--- src/rtl/core/pds_pkg.sv ---
// Shared types and constants for the phase dimmer scheduler.
package pds_pkg;

  localparam int TIMER_W = 16;
  localparam int FRAC_W  = 8;
  localparam int DEV_W   = 16;
  localparam int CFG_IDX_W = 8;
  localparam int CFG_DATA_W = 16;
  localparam int S_TDATA_W = 16;
  localparam int M_TDATA_W = 40;

  localparam logic [TIMER_W-1:0] PERIOD_RST = TIMER_W'(10000);
  localparam logic [DEV_W-1:0]   DEV_RST    = DEV_W'(2000);
  localparam logic [FRAC_W-1:0]  ON_RST     = '0;
  localparam logic [FRAC_W-1:0]  OFF_RST    = FRAC_W'(255);

  typedef enum logic [CFG_IDX_W-1:0] {
    CFG_ON_FRACTION    = 8'd0,
    CFG_OFF_FRACTION   = 8'd1,
    CFG_MAX_DEVIATION  = 8'd2,
    CFG_INITIAL_PERIOD = 8'd3
  } cfg_index_t;

  typedef enum logic {
    OP_SYNC    = 1'b0,
    OP_ADVANCE = 1'b1
  } opcode_t;

  typedef enum logic [1:0] {
    ACT_NONE = 2'd0,
    ACT_OFF  = 2'd1,
    ACT_ON   = 2'd2
  } action_t;

  // Snapshot of the scheduler state after one beat, handed to the output stage.
  typedef struct packed {
    logic               accepted;
    action_t            act;
    logic [FRAC_W-1:0]  frac;
    logic [TIMER_W-1:0] last_edge;
    logic [TIMER_W-1:0] mean;
    logic               next_cycle;
  } sched_snap_t;

endpackage

--- src/rtl/core/phase_dimmer_scheduler_core.sv ---
// Phase dimmer scheduler: it tracks mains edges from timer timestamps and gives the
// next on/off action with its compare time. One beat is taken every clock cycle
// while the output is not stalled; the state update (edge check and mean filter)
// is registered into the snapshot stage, then the 16x8 fraction product and the
// compare-time sum into the output stage. The mean period always restarts from
// 10000 ticks at reset; a write to initial_period is taken but has no further
// effect, as no register holds it. Configuration writes are taken in every cycle.
module phase_dimmer_scheduler_core
  import pds_pkg::*;
(
  input  logic                  clk,
  input  logic                  rst,
  input  logic                  s_tvalid,
  output logic                  s_tready,
  input  logic [S_TDATA_W-1:0]  s_tdata,   // [15:0] timestamp
  input  logic [0:0]            s_tuser,   // [0] opcode
  output logic                  m_tvalid,
  input  logic                  m_tready,
  output logic [M_TDATA_W-1:0]  m_tdata,   // [1:0] action, [17:2] compare_time,
                                           // [33:18] mean_period, [39:34] zero
  output logic [0:0]            m_tuser,   // [0] sync_accepted
  input  logic                  cfg_valid,
  output logic                  cfg_ready,
  input  logic [CFG_IDX_W-1:0]  cfg_index,
  input  logic [CFG_DATA_W-1:0] cfg_data
);

  logic [FRAC_W-1:0]  on_fraction;
  logic [FRAC_W-1:0]  off_fraction;
  logic [DEV_W-1:0]   max_deviation;

  logic [TIMER_W-1:0] last_edge, last_edge_next;
  logic [TIMER_W-1:0] filtered_period, filtered_period_next;
  logic               task_index, task_index_next;
  logic               next_cycle_flag, next_cycle_flag_next;

  logic               in_beat;
  opcode_t            op;
  logic [TIMER_W-1:0] period;
  logic [TIMER_W:0]   thr;
  logic               sync_ok;
  logic [TIMER_W+2:0] mean_sum;
  logic               swap;
  sched_snap_t        snap_next;

  logic               a_valid;
  sched_snap_t        a_snap;
  logic               a_load, o_load;

  logic [TIMER_W+FRAC_W-1:0] prod;
  logic [TIMER_W-1:0]        cmp;

  assign cfg_ready = 1'b1;
  assign in_beat   = s_tvalid && s_tready;
  assign op        = opcode_t'(s_tuser[0]);

  always_comb begin
    period   = s_tdata[TIMER_W-1:0] - last_edge;
    thr      = {1'b0, filtered_period} - {2'b0, max_deviation[DEV_W-1:1]};
    sync_ok  = thr[TIMER_W] || ({1'b0, period} >= thr);
    mean_sum = ({3'b0, filtered_period} << 3) - {3'b0, filtered_period}
             + {3'b0, period} + (TIMER_W+3)'(3);

    last_edge_next       = last_edge;
    filtered_period_next = filtered_period;
    task_index_next      = task_index;
    next_cycle_flag_next = next_cycle_flag;
    snap_next.accepted   = 1'b0;
    unique case (op)
      OP_SYNC: begin
        if (sync_ok) begin
          filtered_period_next = mean_sum[TIMER_W+2:3];
          last_edge_next       = s_tdata[TIMER_W-1:0];
          next_cycle_flag_next = 1'b0;
          snap_next.accepted   = 1'b1;
        end
      end
      OP_ADVANCE: begin
        task_index_next = ~task_index;
        if (task_index) begin
          next_cycle_flag_next = 1'b1;
        end
      end
      default: ;
    endcase

    swap = on_fraction > off_fraction;
    if ((task_index_next == 1'b0) != swap) begin
      snap_next.frac = on_fraction;
      snap_next.act  = ACT_ON;
    end else begin
      snap_next.frac = off_fraction;
      snap_next.act  = ACT_OFF;
    end
    snap_next.last_edge  = last_edge_next;
    snap_next.mean       = filtered_period_next;
    snap_next.next_cycle = next_cycle_flag_next;
  end

  assign o_load   = a_valid && (!m_tvalid || m_tready);
  assign s_tready = !a_valid || o_load;
  assign a_load   = in_beat;

  always_comb begin
    prod = a_snap.mean * a_snap.frac;
    cmp  = a_snap.last_edge + prod[TIMER_W+FRAC_W-1:FRAC_W]
         + (a_snap.next_cycle ? a_snap.mean : '0);
  end

  always_ff @(posedge clk) begin
    if (rst) begin
      on_fraction     <= ON_RST;
      off_fraction    <= OFF_RST;
      max_deviation   <= DEV_RST;
      last_edge       <= '0;
      filtered_period <= PERIOD_RST;
      task_index      <= 1'b0;
      next_cycle_flag <= 1'b0;
      a_valid         <= 1'b0;
      m_tvalid        <= 1'b0;
    end else begin
      if (cfg_valid && cfg_ready) begin
        unique case (cfg_index)
          CFG_ON_FRACTION:    on_fraction   <= cfg_data[FRAC_W-1:0];
          CFG_OFF_FRACTION:   off_fraction  <= cfg_data[FRAC_W-1:0];
          CFG_MAX_DEVIATION:  max_deviation <= cfg_data[DEV_W-1:0];
          default: ;
        endcase
      end
      if (in_beat) begin
        last_edge       <= last_edge_next;
        filtered_period <= filtered_period_next;
        task_index      <= task_index_next;
        next_cycle_flag <= next_cycle_flag_next;
      end
      if (a_load) begin
        a_valid <= 1'b1;
      end else if (o_load) begin
        a_valid <= 1'b0;
      end
      if (o_load) begin
        m_tvalid <= 1'b1;
      end else if (m_tready) begin
        m_tvalid <= 1'b0;
      end
    end
  end

  always_ff @(posedge clk) begin
    if (a_load) begin
      a_snap <= snap_next;
    end
    if (o_load) begin
      m_tdata    <= {6'b0, a_snap.mean, cmp, a_snap.act};
      m_tuser[0] <= a_snap.accepted;
    end
  end

  a_adv_holds_edge: assert property (@(posedge clk) disable iff (rst)
    (in_beat && op == OP_ADVANCE) |=>
      (last_edge == $past(last_edge) && filtered_period == $past(filtered_period)))
    else $error("advance beat changed edge state");

  a_adv_toggles: assert property (@(posedge clk) disable iff (rst)
    (in_beat && op == OP_ADVANCE) |=> (task_index != $past(task_index)))
    else $error("advance beat did not step task index");

  a_sync_clears_flag: assert property (@(posedge clk) disable iff (rst)
    (in_beat && op == OP_SYNC && sync_ok) |=> (!next_cycle_flag && a_snap.accepted))
    else $error("accepted edge did not clear next-cycle flag");

endmodule

--- config.mk ---
export PLATFORM = sky130hd
export DESIGN_NAME = phase_dimmer_scheduler_core
export DESIGN_NICKNAME = d
export VERILOG_FILES = /design/src/rtl/core/pds_pkg.sv /design/src/rtl/core/phase_dimmer_scheduler_core.sv
export SDC_FILE = /design/constraint.sdc
export NUM_CORES = 1
export LEC_CHECK = 0
export ABC_CLOCK_PERIOD_IN_PS = 6900
export BUFFER_PORTS_ARGS = -buffer_cell sky130_fd_sc_hd__buf_2
export CAP_MARGIN = 10
export CORE_ASPECT_RATIO = 1.1
export CORE_UTILIZATION = 57
export DETAILED_ROUTE_END_ITERATION = 16
export MAX_ROUTING_LAYER = met4
export PLACE_DENSITY_LB_ADDON = 0.08
export SYNTH_ARGS = -nofsm -noshare
export SYNTH_HDL_FRONTEND = slang
export SYNTH_SLANG_ARGS = --single-unit
--- constraint.sdc ---
create_clock -name clk -period 6.9 [get_ports clk]
set_clock_uncertainty 0.15 [all_clocks]
set_input_delay 1.035 -clock clk [delete_from_list [all_inputs] [get_ports clk]]
set_output_delay 1.035 -clock clk [all_outputs]
set_load 0.05 [all_outputs]
==> results of run 1 <==
==> cells by family (layout without fill, tap and decap cells) <==
logic type               count (synthesis)  count (layout)  share of synthesized area
adder cells (fa/ha/maj)                241             241                     0.2918
XOR/XNOR                                65              65                    0.04348
flip-flops                             146             146                     0.2799
buffers and inverters                  251             388                    0.07367
multiplexers                            14              14                    0.01179
AO/OA/AOI/OAI                          246             246                     0.1182
AND/OR/NAND/NOR                        486             486                     0.1805
other                                    2               7                  0.0005661
==> registers in the layout, indices dropped and copies added, names as in the netlist <==
| register | flops |
|---|---|
| m_tdata | 34 |
| on_fraction | 8 |
| m_tvalid | 1 |
| m_tuser | 1 |
| last_edge | 16 |
| max_deviation | 15 |
| a_snap | 44 |
| a_valid | 1 |
| task_index | 1 |
| filtered_period | 16 |
| next_cycle_flag | 1 |
| off_fraction | 8 |
==> through the flow <==
step	setup WS, ns	hold slack (ns)	setup TNS [ns]	area [µm²]	std cells
after floorplan	0.1792	0.2503	0	13280	1456
after global placement	0.01175	0.2595	0	14240	1840
after detailed placement	-0.1832	0.2773	-0.2641	14240	1840
after CTS	0.0007940	0.2949	0	14850	1876
after global routing	-0.08723	0.3037	-0.1191	15230	1893
final	0.1934	0.2951	0	15230	1893
==> cells in the final DEF (no fill, tap or decap), drive strengths merged, types with 5 or more instances in the layout <==
cell,netlist,routed
a211o,18,18
a211oi,10,10
a21o,16,16
a21oi,90,90
and2,110,110
and3,9,9
buf,13,148
clkbuf,31,21
conb,2,7
dfxtp,67,67
edfxtp,79,79
fa,114,114
ha,127,127
inv,207,217
mux2,13,13
nand2,190,190
nand2b,10,10
nand3,22,22
nand3b,9,9
nand4,5,5
nor2,68,68
nor2b,15,15
nor3,21,21
o211ai,5,5
o21a,13,13
o21ai,61,61
o21bai,5,5
or3,11,11
xnor2,41,41
xor2,24,24
==> synthesized netlist by cell type (all sizes together) (3+ instances only) <==
cell      n
a211o    18
a211oi   10
a21boi    3
a21o     16
a21oi    90
a41oi     3
and2    110
and3      9
buf      13
clkbuf   31
dfxtp    67
edfxtp   79
fa      114
ha      127
inv     207
mux2     13
nand2   190
nand2b   10
nand3    22
nand3b    9
nand4     5
nor2     68
nor2b    15
nor3     21
nor4      3
nor4b     3
o211ai    5
o21a     13
o21ai    61
o21bai    5
or2       3
or3      11
xnor2    41
xor2     24
==> worst paths after layout <==
check	start	endpoint	slack, ns	cells after the start
max	a_snap[40]$_DFFE_PP_	m_tdata[17]$_DFFE_PP_	0.19	25
min	a_snap[43]$_SDFFCE_PP0P_	m_tuser$_DFFE_PP_	0.30	0
max reg2reg	a_snap[40]$_DFFE_PP_	m_tdata[17]$_DFFE_PP_	0.19	25
min reg2reg	a_snap[43]$_SDFFCE_PP0P_	m_tuser$_DFFE_PP_	0.30	0
==> per-layer routing <==
metal,track usage,up-vias,wire [µm]
met1,0.3227,4903,13370
met5,-,-,0
met4,0.08294,0,561
met2,0.4552,192,14920
li1,-,5061,-
met3,0.03455,43,933
==> what timing repair did <==
item | 4_1_cts | 5_1_grt
pin swaps | 1 | 37
buffers inserted | 4 | 17
resized for setup | 2 | 53
endpoints found under the setup margin | 3 | 4
hold endpoints to repair | 0 | 0
==> cell type report <==
class	count	area share
clock inverter	12	0.007149
timing repair buffer	149	0.06237
sequential	146	0.2439
tap	300	0.02465
clock buffer	20	0.03073
multi-input combinational	1059	0.5802
inverter	207	0.05103
==> qor.txt, run 1 <==
Fin nets -> 1867
Ys flop type -> edfxtp_1
Final Hold Fails -> 0
Seq/Total Area, Yosys -> 0.2799
Largest net degree at the start of global routing -> 66
CP Max Fanout -> 5
Die X -> 147.5 µm
Via Count -> 10200
Initial drt markers -> 496
# clock sinks -> 146
Layout cells sized above 1 -> 0.1557
Post-Syn Area -> 13270 µm²
Multi-input logic area -> 8833 µm²
Data arrival, critical path -> 6.74 ns
Final Setup Violations -> 0
Synth cell types -> 69
First-pass DRT Iterations -> 5
Total grt overflow -> 0
Antenna violations before repair -> 0
Critical path buffers and inverters -> 4
Post-synth top area cell -> edfxtp_1
# fillers -> 1866
Status -> finished, final reports clean
GRT Util Overall -> 0.2645
FMAX -> 0.1491 GHz
Largest cells by area after synthesis -> edfxtp_1 18%, fa_1 17%, ha_1 12%, dfxtp_1 10%, inv_1 5.9%
Post-synth top area share -> 0.1788
Clk Latency, worst-skew pair -> 0.43 ns
CTS tree -> yes
Area growth, synth to finish -> 14.78%
CTS buffer count -> 17
Final GP Congestion -> 0.9177
Synth Warn # -> 0
Layout Utilization -> 0.6661
Die Ht -> 162 µm
Ys async rst share -> 0
CP required -> 6.93 ns
MaxCap Viol Count -> 0
FF+latch area -> 3714 µm²
Syn Area/Cell -> 9.142 µm²
Max_slew headroom -> 0.2986
Core ar. -> 22860 µm²
Final worst path period share -> 0.9720
DRC violation count after routing -> 0
Vias in the first global route -> 10100
Row count -> 58
Vias per Instance -> 5.388
Diodes inserted -> 0
CP max-delay cell -> fa_1
Final WL -> 29.78 mm
CTS root buf -> clkbuf_16
Post-synth EDFFs -> 79
IO Port Bufs -> 82
Hold buffers post-CTS -> 0
Worst hold path type -> flip-flop to flip-flop
Final Critical Period -> 6.707 ns
First-pass GRT wire length -> 48.09 mm
Die area -> 23890 µm²
Worst-path clk slew -> 0.07 ns
Io pins -> 90
Post-DR wirelength/cell -> 15.73 µm
Startpoint Class -> flip-flop
Slowest stage delay, CP -> 0.51 ns
Slew Limit Fails -> 0
Number of antenna-violating nets in the routed design -> 0
Most used cell, CP -> fa_1
Slew @ Worst Pin -> 1.044 ns
Setup crit end kind -> flip-flop
DP Wirelength -> 22.81 mm
Critical path class -> flip-flop to flip-flop
H-tree depth -> 4
Top Family by Delay on Critical Path -> adder cells
Yosys reg bits -> 146
Unrepaired setup endpoints after global routing -> true
Post-synthesis cell count -> 1451
Max Root-Sink Buffers -> 2
Starting density of the core -> 0.5803
Power of run 1 is left out: the tool's default activity adds up to more than one toggle a clock period on the data nets, which glitch-free logic cannot reach.
==> run 2, diff against run 1 <==
--- a/config.mk
+++ b/config.mk
@@ -13,6 +13,7 @@
 export DETAILED_ROUTE_END_ITERATION = 16
 export MAX_ROUTING_LAYER = met4
 export PLACE_DENSITY_LB_ADDON = 0.08
+export RECOVER_POWER = 25
 export SYNTH_ARGS = -nofsm -noshare
 export SYNTH_HDL_FRONTEND = slang
 export SYNTH_SLANG_ARGS = --single-unit
==> run 2 against run 1 <==
Against the previous run:
- maximum frequency about the same
- sequential cell count unchanged
- global-route usage unchanged
- routed wire length down 0.15%
- non-clock buffer count unchanged
- critical path depth unchanged
- count of clock-buffer cells in the layout unchanged
- utilization down 0.13 points
- critical endpoint unchanged
==> qor.txt, run 2 (synthesis gave the netlist of run 1 again) <==
Worst hold path type -> flip-flop to flip-flop
Final Setup Violations -> 0
FF+latch area -> 3714 µm²
Setup Total Neg Slack -> 0 ns
Slew @ Worst Pin -> 1.039 ns
Final Hold Fails -> 0
First-pass DRT Iterations -> 7
Largest net degree at the start of global routing -> 66
Layout cells sized above 1 -> 0.1507
CTS tree -> yes
H-tree depth -> 4
Most frequent cells in the layout -> 206 x inv_1, 189 x nand2_1, 117 x ha_1, 110 x fa_1, 104 x and2_1
Leading cell type in the layout, fill and taps excluded -> inv_1
Slew Limit Fails -> 0
Post-DR wirelength/cell -> 15.71 µm
Max_slew headroom -> 0.3022
Largest register FFs -> 44
DP Wirelength -> 22.81 mm
Startpoint Class -> flip-flop
Final Critical Period -> 6.708 ns
Max Root-Sink Buffers -> 2
Vias per Instance -> 5.389
FMAX -> 0.1491 GHz
# fillers -> 1879
Die X -> 147.5 µm
Clk Latency, worst-skew pair -> 0.44 ns
Die Ht -> 162 µm
Finished Layout Cells -> 1893
Status -> finished, final reports clean
Multi-input logic area -> 8833 µm²
MaxCap Viol Count -> 0
CP max-delay cell -> fa_1
DRC violation count after routing -> 0
Most used cell, CP -> fa_1
Io pins -> 90
Fin nets -> 1867
Worst-path clk slew -> 0.07 ns
CTS root buf -> clkbuf_16
First-pass GRT wire length -> 48.09 mm
CP Max Fanout -> 5
Row count -> 58
Final Instance Area -> 15200 µm²
Data arrival, critical path -> 6.75 ns
Via Count -> 10200
Antenna violations before repair -> 0
# clock sinks -> 146
Placed instance count -> 1840
CP required -> 6.94 ns
Die area -> 23890 µm²
Unrepaired setup endpoints after global routing -> true
Starting density of the core -> 0.5803
Diodes inserted -> 0
Placement Cell Area -> 14240 µm²
Hold buffers post-CTS -> 0
Final worst path period share -> 0.9722
Initial drt markers -> 519
Total grt overflow -> 0
Biggest register -> a_snap
Final GP Congestion -> 0.9177
Setup crit end kind -> flip-flop
IO Port Bufs -> 82
Layout Utilization -> 0.6648
Area growth, synth to finish -> 14.55%
CTS buffer count -> 17
Slowest stage delay, CP -> 0.51 ns
Vias in the first global route -> 10100
GRT Util Overall -> 0.2645
Critical path class -> flip-flop to flip-flop
Number of antenna-violating nets in the routed design -> 0
Final WL -> 29.74 mm
Largest regs -> a_snap x44, m_tdata x34
Core ar. -> 22860 µm²
[run 2: layer usage]
layer	GRT usage	routed length (µm)
met1	0.3227	13360
met2	0.4552	14910
met3	0.03455	916
met4	0.08294	552
met5	-	0
[run 2: final timing paths]
check	to	cells past startpoint	slack, ns	from
worst max register to register	m_tdata[17]$_DFFE_PP_	25	0.19	a_snap[40]$_DFFE_PP_
worst min register to register	m_tuser$_DFFE_PP_	0	0.30	a_snap[43]$_SDFFCE_PP0P_
worst max-delay path	m_tdata[17]$_DFFE_PP_	25	0.19	a_snap[40]$_DFFE_PP_
worst min-delay path	m_tuser$_DFFE_PP_	0	0.30	a_snap[43]$_SDFFCE_PP0P_
[run 2: cell type report]
cell class | count | share of cell area
timing repair buffer | 149 | 0.06052
inverter | 207 | 0.05113
sequential | 146 | 0.2444
multi-input combinational | 1059 | 0.5813
clock buffer | 20 | 0.03079
clock inverter | 12 | 0.007163
tap | 300 | 0.02470
[run 2: what timing repair did]
item                                    CTS  global route
gates resized for setup                   2            53
buffers inserted                          4            17
pin swaps                                 1            37
endpoints found under the setup margin    3             4
[run 2: through the flow]
step	hold WS [ns]	worst slack (ns)
after floorplan	0.2503	0.1792
after global placement	0.2595	0.01175
after detailed placement	0.2773	-0.1832
after CTS	0.2949	0.0007940
after global routing	0.3037	-0.08723
final	0.2954	0.1919
[run 2: worst max-delay path, delay by kind of cell, from the launching register on]
kind,cells,cell delay (ns)
fa+ha+maj,7,2.78
flops,1,0.42
buf+inv,4,0.40
compound gates,8,1.55
xor+xnor,1,0.08
simple gates,5,1.09
Power of run 2 is left out for the same reason.
